## config.mk

```make
export PLATFORM = sky130hd
export DESIGN_NAME = fen_position_parser
export DESIGN_NICKNAME = d
export VERILOG_FILES = /design/src/hdl/fen_pkg.sv /design/src/hdl/fen_position_parser.sv
export SDC_FILE = /design/constraint.sdc
export NUM_CORES = 1
export LEC_CHECK = 0
export BUFFER_PORTS_ARGS = -buffer_cell sky130_fd_sc_hd__buf_2
export CORE_MARGIN = 3
export CORE_UTILIZATION = 55
export CTS_BUF_LIST = sky130_fd_sc_hd__clkbuf_2 sky130_fd_sc_hd__clkbuf_4 sky130_fd_sc_hd__clkbuf_8
export DETAILED_ROUTE_END_ITERATION = 10
export GPL_TIMING_DRIVEN = 0
export PLACE_DENSITY = 0.74
export SETUP_SLACK_MARGIN = 0.5
export SYNTH_ARGS = -nofsm -noshare
export SYNTH_HDL_FRONTEND = slang
export SYNTH_SLANG_ARGS = --single-unit
```

## constraint.sdc

```tcl
create_clock -name clk -period 8.77 [get_ports clk]
set_input_delay 0.4385 -clock clk [delete_from_list [all_inputs] [get_ports clk]]
set_output_delay 0.4385 -clock clk [all_outputs]
set_load 0.01 [all_outputs]
```

## src/hdl/fen_pkg.sv

```systemverilog
`timescale 1ns / 1ps
// ----------------------------------------------------------------------------
// FEN parser package
// Shared constants, character codes and the piece and castle letter decodes.
// ----------------------------------------------------------------------------
package fen_pkg;

	localparam int CLOCK_BITS_DEF = 16;
	localparam int CH_W           = 8;
	localparam int SLOT_W         = 7;
	localparam int PIECE_W        = 4;
	localparam int SQ_W           = 6;
	localparam int CASTLE_W       = 4;
	localparam int EP_W           = 7;
	localparam int CLK_OUT_W      = 16;
	localparam int RES_BITS       = SLOT_W + PIECE_W + SQ_W + 1 + CASTLE_W + EP_W
	                                + 2 * CLK_OUT_W + SLOT_W;
	localparam int TDATA_W        = ((RES_BITS + 7) / 8) * 8;

	localparam logic [SLOT_W-1:0] SLOT_WKING = 7'd0;
	localparam logic [SLOT_W-1:0] SLOT_BKING = 7'd1;
	localparam logic [SLOT_W-1:0] SLOT_FIRST = 7'd2;
	localparam logic [SLOT_W-1:0] SLOT_LIMIT = 7'd65;

	localparam logic [PIECE_W-1:0] PC_NONE  = 4'd0;
	localparam logic [PIECE_W-1:0] PC_WKING = 4'd1;
	localparam logic [PIECE_W-1:0] PC_BKING = 4'd7;

	localparam logic [CH_W-1:0] CH_NUL   = 8'h00;
	localparam logic [CH_W-1:0] CH_SPACE = 8'h20;
	localparam logic [CH_W-1:0] CH_TAB   = 8'h09;
	localparam logic [CH_W-1:0] CH_CR    = 8'h0D;
	localparam logic [CH_W-1:0] CH_PLUS  = 8'h2B;
	localparam logic [CH_W-1:0] CH_DASH  = 8'h2D;
	localparam logic [CH_W-1:0] CH_0     = 8'h30;
	localparam logic [CH_W-1:0] CH_1     = 8'h31;
	localparam logic [CH_W-1:0] CH_8     = 8'h38;
	localparam logic [CH_W-1:0] CH_9     = 8'h39;
	localparam logic [CH_W-1:0] CH_A_LO  = 8'h61;
	localparam logic [CH_W-1:0] CH_H_LO  = 8'h68;

	localparam logic [CASTLE_W-1:0] CAS_WK = 4'd1;
	localparam logic [CASTLE_W-1:0] CAS_WQ = 4'd2;
	localparam logic [CASTLE_W-1:0] CAS_BK = 4'd4;
	localparam logic [CASTLE_W-1:0] CAS_BQ = 4'd8;

	// piece code: position in "_KQRBNPkqrbnp", 0 when not a piece letter
	function automatic logic [PIECE_W-1:0] piece_code(input logic [CH_W-1:0] c);
		logic [PIECE_W-1:0] r;
		case (c)
			"K": r = 4'd1;
			"Q": r = 4'd2;
			"R": r = 4'd3;
			"B": r = 4'd4;
			"N": r = 4'd5;
			"P": r = 4'd6;
			"k": r = 4'd7;
			"q": r = 4'd8;
			"r": r = 4'd9;
			"b": r = 4'd10;
			"n": r = 4'd11;
			"p": r = 4'd12;
			default: r = PC_NONE;
		endcase
		return r;
	endfunction

	function automatic logic [CASTLE_W-1:0] castle_code(input logic [CH_W-1:0] c);
		logic [CASTLE_W-1:0] r;
		case (c)
			"K": r = CAS_WK;
			"Q": r = CAS_WQ;
			"k": r = CAS_BK;
			"q": r = CAS_BQ;
			default: r = '0;
		endcase
		return r;
	endfunction

endpackage

```

## src/hdl/fen_position_parser.sv

```systemverilog
`timescale 1ns / 1ps
// ----------------------------------------------------------------------------
// FEN position parser
// Streams a FEN record one character per request; emits one placement
// request per board piece letter and one summary request on the closing NUL.
// ----------------------------------------------------------------------------
//  channel  | dir | tdata                        | tuser
//  s_axis   | in  | ch[7:0]                      | -
//  m_axis   | out | slot,piece,square,player,    | kind
//           |     | castle,ep_square,fifty,      |
//           |     | fullmove,list_end, pad       |
//
//  One character per cycle while s_axis_tready is high; the result register is
//  loaded at the edge that takes the character unless it holds a waiting result.
//  A two-entry output (result register plus skid) lets input flow on while
//  a result waits; s_axis_tready drops only when both hold results.
//  arst_n clears parser state and both output entries.
// ----------------------------------------------------------------------------
module fen_position_parser
	import fen_pkg::*;
#(
	parameter int CLOCK_BITS = CLOCK_BITS_DEF
) (
	input  logic               clk,
	input  logic               arst_n,
	input  logic               s_axis_tvalid,
	output logic               s_axis_tready,
	input  logic [CH_W-1:0]    s_axis_tdata,   // [7:0] ch
	output logic               m_axis_tvalid,
	input  logic               m_axis_tready,
	output logic [TDATA_W-1:0] m_axis_tdata,   // slot, piece, square, player, castle,
	                                           // ep_square, fifty, fullmove,
	                                           // list_end, zero pad
	output logic               m_axis_tuser    // kind
);

	localparam int ACC_W = CLOCK_BITS + 4;
	localparam logic [CLOCK_BITS-1:0] CLK_MAX = '1;

	typedef enum logic [3:0] {
		PH_PLACE, PH_SEP, PH_SIDE, PH_SIDE_SKIP, PH_CAS_FIRST, PH_CAS_MORE,
		PH_CAS_DASH, PH_EP_FIRST, PH_EP_RANK, PH_EP_SKIP, PH_CLK_FIRST,
		PH_CLK_SECOND, PH_FIFTY_DIG, PH_MOVE_WS, PH_MOVE_DIG, PH_IGNORE
	} phase_t;

	phase_t                  phase_q, phase_d;
	logic [2:0]              rank_q, rank_d;
	logic [3:0]              file_q, file_d;
	logic [SLOT_W-1:0]       slot_q, slot_d;
	logic                    side_q, side_d;
	logic [CASTLE_W-1:0]     castle_q, castle_d;
	logic [EP_W-1:0]         ep_q, ep_d;
	logic [CLOCK_BITS-1:0]   fifty_q, fifty_d;
	logic [CLOCK_BITS-1:0]   move_q, move_d;
	logic                    neg_q, neg_d;
	logic                    seen_q, seen_d;
	logic                    cvalid_q, cvalid_d;

	logic                    out_valid_q, skid_valid_q;
	logic [TDATA_W-1:0]      out_data_q, skid_data_q;
	logic                    out_kind_q, skid_kind_q;

	logic                    accept;
	logic                    res_valid;
	logic                    res_kind;
	logic [TDATA_W-1:0]      res_data;

	logic [PIECE_W-1:0]      pc;
	logic [CASTLE_W-1:0]     cas;
	logic                    is_dig, is_spc, is_file, is_rank18;
	logic [3:0]              dig_val;
	logic [CLOCK_BITS-1:0]   dig_ext;
	logic [CLOCK_BITS-1:0]   fifty_add, move_add;
	logic [ACC_W-1:0]        fifty_prod, move_prod;
	logic [CLOCK_BITS-1:0]   fifty_sum, move_sum;
	logic [CLOCK_BITS+CLK_OUT_W-1:0] fifty_ext, move_ext;
	logic [SLOT_W-1:0]       p_slot;
	logic [SQ_W-1:0]         p_square;
	logic [2:0]              ep_rank;

	assign accept        = s_axis_tvalid && s_axis_tready;
	assign s_axis_tready = !skid_valid_q;
	assign m_axis_tvalid = out_valid_q;
	assign m_axis_tdata  = out_data_q;
	assign m_axis_tuser  = out_kind_q;

	assign pc        = piece_code(s_axis_tdata);
	assign cas       = castle_code(s_axis_tdata);
	assign is_dig    = (s_axis_tdata >= CH_0) && (s_axis_tdata <= CH_9);
	assign is_spc    = (s_axis_tdata == CH_SPACE) ||
	                   ((s_axis_tdata >= CH_TAB) && (s_axis_tdata <= CH_CR));
	assign is_file   = (s_axis_tdata >= CH_A_LO) && (s_axis_tdata <= CH_H_LO);
	assign is_rank18 = (s_axis_tdata >= CH_1) && (s_axis_tdata <= CH_8);
	assign dig_val   = 4'(s_axis_tdata - CH_0);
	assign dig_ext   = CLOCK_BITS'(dig_val);
	assign ep_rank   = is_rank18 ? 3'(s_axis_tdata - CH_1) : 3'd0;

	// acc*10 + digit, saturating
	assign fifty_prod = (ACC_W'(fifty_q) << 3) + (ACC_W'(fifty_q) << 1) + ACC_W'(dig_val);
	assign move_prod  = (ACC_W'(move_q) << 3) + (ACC_W'(move_q) << 1) + ACC_W'(dig_val);
	assign fifty_add  = (fifty_prod[ACC_W-1:CLOCK_BITS] != '0) ? CLK_MAX
	                                                           : fifty_prod[CLOCK_BITS-1:0];
	assign move_add   = (move_prod[ACC_W-1:CLOCK_BITS] != '0) ? CLK_MAX
	                                                          : move_prod[CLOCK_BITS-1:0];

	assign fifty_sum = cvalid_q ? fifty_q : '0;
	assign move_sum  = (cvalid_q && seen_q && !neg_q && (move_q != '0))
	                   ? move_q : CLOCK_BITS'(1);
	assign fifty_ext = {{CLK_OUT_W{1'b0}}, fifty_sum};
	assign move_ext  = {{CLK_OUT_W{1'b0}}, move_sum};

	assign p_slot   = (pc == PC_WKING) ? SLOT_WKING :
	                  (pc == PC_BKING) ? SLOT_BKING : slot_q;
	assign p_square = {rank_q, file_q[2:0]};

	always_comb begin
		phase_d  = phase_q;
		rank_d   = rank_q;
		file_d   = file_q;
		slot_d   = slot_q;
		side_d   = side_q;
		castle_d = castle_q;
		ep_d     = ep_q;
		fifty_d  = fifty_q;
		move_d   = move_q;
		neg_d    = neg_q;
		seen_d   = seen_q;
		cvalid_d = cvalid_q;
		res_valid = 1'b0;
		res_kind  = 1'b0;
		res_data  = '0;

		if (s_axis_tdata == CH_NUL) begin
			res_valid = 1'b1;
			res_kind  = 1'b1;
			res_data  = TDATA_W'({slot_q, move_ext[CLK_OUT_W-1:0], fifty_ext[CLK_OUT_W-1:0],
			                      ep_q, castle_q, side_q, {SQ_W{1'b0}}, PC_NONE, slot_q});
			phase_d  = PH_PLACE;
			rank_d   = 3'd7;
			file_d   = '0;
			slot_d   = SLOT_FIRST;
			side_d   = 1'b0;
			castle_d = '0;
			ep_d     = '0;
			fifty_d  = '0;
			move_d   = '0;
			neg_d    = 1'b0;
			seen_d   = 1'b0;
			cvalid_d = 1'b0;
		end else begin
			case (phase_q)
				PH_PLACE: begin
					if (pc != PC_NONE) begin
						res_valid = 1'b1;
						res_data  = TDATA_W'({p_square, pc, p_slot});
						if (pc != PC_WKING && pc != PC_BKING && slot_q < SLOT_LIMIT)
							slot_d = slot_q + 7'd1;
						file_d = file_q + 4'd1;
					end else if (is_rank18) begin
						file_d = file_q + dig_val;
					end else begin
						file_d = file_q + 4'd1;
					end
					if (file_d[3])
						phase_d = PH_SEP;
				end
				PH_SEP: begin
					if (rank_q == 3'd0) begin
						phase_d = PH_SIDE;
					end else begin
						rank_d  = rank_q - 3'd1;
						file_d  = '0;
						phase_d = PH_PLACE;
					end
				end
				PH_SIDE: begin
					if (s_axis_tdata == "W" || s_axis_tdata == "w")
						side_d = 1'b0;
					else if (s_axis_tdata == "B" || s_axis_tdata == "b")
						side_d = 1'b1;
					phase_d = PH_SIDE_SKIP;
				end
				PH_SIDE_SKIP: phase_d = PH_CAS_FIRST;
				PH_CAS_FIRST: begin
					if (s_axis_tdata == CH_DASH) begin
						phase_d = PH_CAS_DASH;
					end else if (cas != '0) begin
						castle_d = castle_q | cas;
						phase_d  = PH_CAS_MORE;
					end else begin
						phase_d = PH_EP_FIRST;
					end
				end
				PH_CAS_MORE: begin
					if (cas != '0)
						castle_d = castle_q | cas;
					else
						phase_d = PH_EP_FIRST;
				end
				PH_CAS_DASH: phase_d = PH_EP_FIRST;
				PH_EP_FIRST: begin
					if (s_axis_tdata == CH_DASH) begin
						ep_d    = '0;
						phase_d = PH_EP_SKIP;
					end else begin
						ep_d    = is_file ? EP_W'(s_axis_tdata - CH_A_LO) : '0;
						phase_d = PH_EP_RANK;
					end
				end
				PH_EP_RANK: begin
					ep_d    = ep_q + {ep_rank, 4'b0000};
					phase_d = PH_EP_SKIP;
				end
				PH_EP_SKIP: phase_d = PH_CLK_FIRST;
				PH_CLK_FIRST: begin
					if (is_dig) begin
						fifty_d = dig_ext;
						phase_d = PH_CLK_SECOND;
					end else begin
						phase_d = PH_IGNORE;
					end
				end
				PH_CLK_SECOND: begin
					if (is_dig) begin
						cvalid_d = 1'b1;
						fifty_d  = fifty_add;
						phase_d  = PH_FIFTY_DIG;
					end else if (s_axis_tdata == CH_SPACE) begin
						cvalid_d = 1'b1;
						phase_d  = PH_MOVE_WS;
					end else begin
						phase_d = PH_IGNORE;
					end
				end
				PH_FIFTY_DIG: begin
					if (is_dig)
						fifty_d = fifty_add;
					else if (is_spc)
						phase_d = PH_MOVE_WS;
					else
						phase_d = PH_IGNORE;
				end
				PH_MOVE_WS: begin
					if (is_spc) begin
						phase_d = PH_MOVE_WS;
					end else if (s_axis_tdata == CH_PLUS) begin
						phase_d = PH_MOVE_DIG;
					end else if (s_axis_tdata == CH_DASH) begin
						neg_d   = 1'b1;
						phase_d = PH_MOVE_DIG;
					end else if (is_dig) begin
						move_d  = dig_ext;
						seen_d  = 1'b1;
						phase_d = PH_MOVE_DIG;
					end else begin
						phase_d = PH_IGNORE;
					end
				end
				PH_MOVE_DIG: begin
					if (is_dig) begin
						move_d = move_add;
						seen_d = 1'b1;
					end else begin
						phase_d = PH_IGNORE;
					end
				end
				default: phase_d = phase_q;
			endcase
		end
	end

	always_ff @(posedge clk or negedge arst_n) begin
		if (!arst_n) begin
			phase_q      <= PH_PLACE;
			rank_q       <= 3'd7;
			file_q       <= '0;
			slot_q       <= SLOT_FIRST;
			side_q       <= 1'b0;
			castle_q     <= '0;
			ep_q         <= '0;
			fifty_q      <= '0;
			move_q       <= '0;
			neg_q        <= 1'b0;
			seen_q       <= 1'b0;
			cvalid_q     <= 1'b0;
			out_valid_q  <= 1'b0;
			skid_valid_q <= 1'b0;
			out_data_q   <= '0;
			out_kind_q   <= 1'b0;
			skid_data_q  <= '0;
			skid_kind_q  <= 1'b0;
		end else begin
			if (accept) begin
				phase_q  <= phase_d;
				rank_q   <= rank_d;
				file_q   <= file_d;
				slot_q   <= slot_d;
				side_q   <= side_d;
				castle_q <= castle_d;
				ep_q     <= ep_d;
				fifty_q  <= fifty_d;
				move_q   <= move_d;
				neg_q    <= neg_d;
				seen_q   <= seen_d;
				cvalid_q <= cvalid_d;
			end
			if (skid_valid_q) begin
				if (m_axis_tready) begin
					skid_valid_q <= 1'b0;
					out_data_q   <= skid_data_q;
					out_kind_q   <= skid_kind_q;
				end
			end else if (accept && res_valid) begin
				if (out_valid_q && !m_axis_tready) begin
					skid_valid_q <= 1'b1;
					skid_data_q  <= res_data;
					skid_kind_q  <= res_kind;
				end else begin
					out_valid_q <= 1'b1;
					out_data_q  <= res_data;
					out_kind_q  <= res_kind;
				end
			end else if (m_axis_tready) begin
				out_valid_q <= 1'b0;
			end
		end
	end

`ifndef NO_ASSERTIONS
	a_skid_needs_out: assert property (@(posedge clk) disable iff (!arst_n)
		skid_valid_q |-> out_valid_q)
		else $error("skid entry held without a result in the output register");

	a_skid_on_stall: assert property (@(posedge clk) disable iff (!arst_n)
		$rose(skid_valid_q) |-> $past(out_valid_q && !m_axis_tready))
		else $error("skid loaded while output was free");

	a_summary_shape: assert property (@(posedge clk) disable iff (!arst_n)
		(out_valid_q && out_kind_q) |->
		(out_data_q[SLOT_W+PIECE_W-1:SLOT_W] == PC_NONE) &&
		(out_data_q[SLOT_W-1:0] == out_data_q[RES_BITS-1:RES_BITS-SLOT_W]))
		else $error("summary request with bad terminator or list end");

	a_place_piece: assert property (@(posedge clk) disable iff (!arst_n)
		(out_valid_q && !out_kind_q) |-> (out_data_q[SLOT_W+PIECE_W-1:SLOT_W] != PC_NONE))
		else $error("placement request without a piece");

	a_nul_restarts: assert property (@(posedge clk) disable iff (!arst_n)
		(accept && s_axis_tdata == CH_NUL) |=>
		(phase_q == PH_PLACE && slot_q == SLOT_FIRST && rank_q == 3'd7))
		else $error("parser did not restart after end of record");
`endif

endmodule

```

==> summary.txt <==
Status
  • Status: finished, final reports clean

Timing
  • Min Tclk post-route: 3.683 ns
  • RSZ-0062 raised after global routing: no
  • Max_slew headroom: between 40 and 50%
  • Max Freq: about 270 MHz
  • Final setup skew: around 0.049 ns
  • TNS Setup: 0 ns
  • Fin. max-slew vios: 0
  • Period utilisation layout: around two fifths
  • Final Setup Violations: 0
  • Slew of the pin with the lowest slew margin: between 0.8 and 0.9 ns
  • Endpoints failing hold: 0

Worst setup path
  • Crit path kind: flop to flop
  • Worst R2R End: fifty_q[9]
  • CP arrival: ~4.1 ns
  • R2r setup slk: 5.09 ns
  • CP Launch Type: flop
  • Crit Path Max Fanout: 10
  • CP max stage delay: about 0.56 ns
  • Worst EP required: around 9 ns
  • Most common cell on crit path: fa_1
  • Reg2reg start: fifty_q[0]
  • Worst Setup End Kind: flop
  • Slowest CP cell: fa_1
  • Critical Path Source: fifty_q[0]
  • WP buf/inv: 2
  • CP delay by family, top: compound AO/OA/AOI/OAI gates
  • R2R cell count: 12
  • Ordered list of cells on the worst path: fa_1 -> inv_1 -> fa_1 -> nor2b_1 -> o21ai_0 -> o221ai_1 -> a21oi_1 -> o31a_1 -> nor3_4 -> nor2b_2 -> buf_6 -> a221o_1

Global routing
  • Initial antenna violation count: 0
  • Total GRT Usage: around a quarter
  • Vias in the first global route: around 10000
  • Total grt overflow: 0
  • Largest net degree at the start of global routing: around 110
  • Global-route wire length before repair: between 50 and 60 mm

Synth
  • Sequential share of the synthesized area: between 40% and 50%
  • Ys async rst share: 100.0%
  • Multiplexer area fraction after synthesis: less than 1%
  • Mapped Area: 12070 µm²
  • Mean Syn Cell Area: 8.799 µm²
  • Synth area leaders: dfrtp_1 (42%), ha_1 (7.7%), a21oi_1 (6.4%)
  • Synth warnings: 0
  • Count leader, synth: dfrtp_1
  • Distinct cells, synth: 85
  • Syn Inst Count: roughly 1400
  • Synth Area in Simple Gates: 18.24%
  • Top cells by count, synth: dfrtp_1 (201), nand2_1 (180), nor2_1 (166), a21oi_1 (154), o21ai_0 (106)
  • Largest area contributor in the netlist: dfrtp_1
  • Compound-Gate Fraction of Synth Area: a little under a quarter
  • Adder-Cell Fraction of Synth Area: approximately 8.7%
  • Primary FF master, synth: dfrtp_1
  • EDFF count, synth: 0
  • Largest family of logic cells by synthesized area: compound AO/OA/AOI/OAI gates
  • Synth Register Bits: between 200 and 250
  • Top cell type's share of synthesized area: between 40% and 50%
  • Post-synthesis xor/xnor area fraction: 2.612%

CTS
  • CTS Buffer Depth: 3
  • CTS H-tree depth: 2
  • TritonCTS buffer count: 37
  • Root Buffer Master: clkbuf_8
  • CTS tree: done
  • Skew-Pair Late Insertion Delay: around 0.54 ns
  • Sink Count: roughly 210
  • Worst-path clk slew: 0.06 ns

Routing
  • Top Layer Used: met4
  • Number of routed nets with antenna violations: 0
  • Final WL: between 30 and 40 mm
  • Pre-antenna DRT Iters: 5
  • DR DRC count: 0
  • DRT met1 WL: between 10 and 15 mm
  • Met3 WL: just over 2 mm
  • DR iter-0 viols: around 650
  • Post-DR wirelength/cell: roughly 18 µm
  • DR vias/cell: 5.879
  • Via count: ~11000
  • Metal2 WL: approximately 15 mm

Final layout
  • Fillers: 1811
  • Register Area: around 5100 µm²
  • Share of cells above drive strength 1: between 10% and 20%
  • Multi-input gate area: ~6400 µm²
  • Final nets: 1590
  • Antenna cells: 0
  • Syn-to-layout area delta: 13.47%

Power and ir drop
  • Leakage: ~6.4 nW
  • Peak VDD IR: between 0.1 and 0.15 mV
  • Tot Pwr: roughly 2.8 mW
  • Cell Pwr Density: 205.4 nW/µm²

Placed design
  • Port bufs: around 80
  • RD Place Congestion: 0.9380
  • HPWL Detailed: ~23 mm

Die
  • Die H: 154.2 µm
  • Top-Level Pins: 87
  • Core area: about 21000 µm²
  • Die area: 23760 µm²
  • Die Width: roughly 150 µm
  • Initial Util: 56.72%
  • # rows: 53

Min path
  • Hold path startpoint: m_axis_tready
  • Worst min-delay path category: primary input to flop
  • Hold path cells: 2
  • Worst Hold End: skid_valid_q

Job
  • MaxCap Viol Count: 0
## cells by family (layout without fill, tap and decap cells)
family | Yosys count | after routing
xor+xnor | 36 | 36
other cells | 1 | 4
mux | 8 | 8
compound gates | 448 | 448
fa+ha+maj | 80 | 80
buf+inv | 118 | 267
flops | 205 | 205
simple gates | 476 | 476
## sequential cells by signal, summed over array words and instances, names as in the netlist
register       count
ep_q               7
file_q             4
neg_q              1
skid_valid_q       1
fifty_q           16
move_q            16
cvalid_q           1
castle_q           4
skid_data_q       68
side_q             1
phase_q            4
skid_kind_q        1
slot_q             7
m_axis_tdata      68
rank_q             3
m_axis_tuser       1
seen_q             1
m_axis_tvalid      1
## report_power, final
group | leakage (nW) | switching, mW | internal (mW) | total [mW]
registers | 2.71 | 0.0998 | 1.08 | 1.18
clock network | 0.422 | 0.397 | 0.579 | 0.976
logic | 3.22 | 0.382 | 0.276 | 0.658
total | 6.35 | 0.879 | 1.93 | 2.81
## layout make-up
cell class              instances  area share [%]
clock buffers                  57           5.224
clock inverters                 8          0.7124
repair buffers                 84           3.343
multi-input cells            1052           46.85
well taps                     275           2.512
inverters                      32          0.8768
plain buffers                  86           2.996
flip-flops and latches        205           37.48
## worst reg2reg max path: cells and delay by family, from the launching register on
kind	cells	cell delay, ns
adder cells (fa/ha/maj)	2	1.02
AO/OA/AOI/OAI	5	1.25
buffers and inverters	2	0.22
AND/OR/NAND/NOR	3	0.61
flip-flops	1	0.44
## placed cells by master, fill, tap and decap left out, types with 16 or more instances in the layout
cell type,count
dfrtp_1,201
nand2_1,180
nor2_1,166
a21oi_1,154
buf_2,112
o21ai_0,106
ha_1,74
clkbuf_8,46
clkbuf_1,43
inv_1,31
a22oi_1,28
xnor2_1,20
o21ai_1,19
nand3_1,18
o21a_1,17
o211ai_1,17
xor2_1,16
a31oi_1,16
## how the worst max path moves through the flow
stage | endpoint | slack, ns | depth (start not counted)
after floorplan | fifty_q[0] | 5.56 | 12
after detailed placement | fifty_q[9] | 4.92 | 13
final | fifty_q[9] | 5.09 | 12
after global routing | fifty_q[8] | 4.92 | 12
after CTS | fifty_q[9] | 5.10 | 12
after global placement | m_axis_tdata[24] | 3.81 | 1
## through the flow
step	cells	util, %	area [µm²]	hold slack (ns)	worst slack, ns
after floorplan	1375	-	12080	0.1429	5.563
after global placement	1732	60.31	12840	0.4620	3.810
after detailed placement	1733	60.49	12880	0.4703	4.922
after CTS	1799	64.36	13700	0.1429	5.103
after global routing	1799	64.36	13700	0.1523	4.921
final	1799	64.36	13700	0.1609	5.087
## layer usage
| metal | track usage [%] | up-vias |
|---|---|---|
| met2 | 42.66 | 344 |
| met4 | 6.350 | 0 |
| met3 | 3.771 | 40 |
| met1 | 38.00 | 5060 |
| met5 | 0 | - |
| li1 | - | 5132 |
## timing repair
| action | 4_1_cts | 5_1_grt |
|---|---|---|
| resized for setup | 0 | 0 |
| buffers inserted | 0 | 0 |
| endpoints found under the hold margin | 55 | 0 |
| hold buffers | 1 | 0 |
Note: power is estimated with default switching activity, not from simulation.
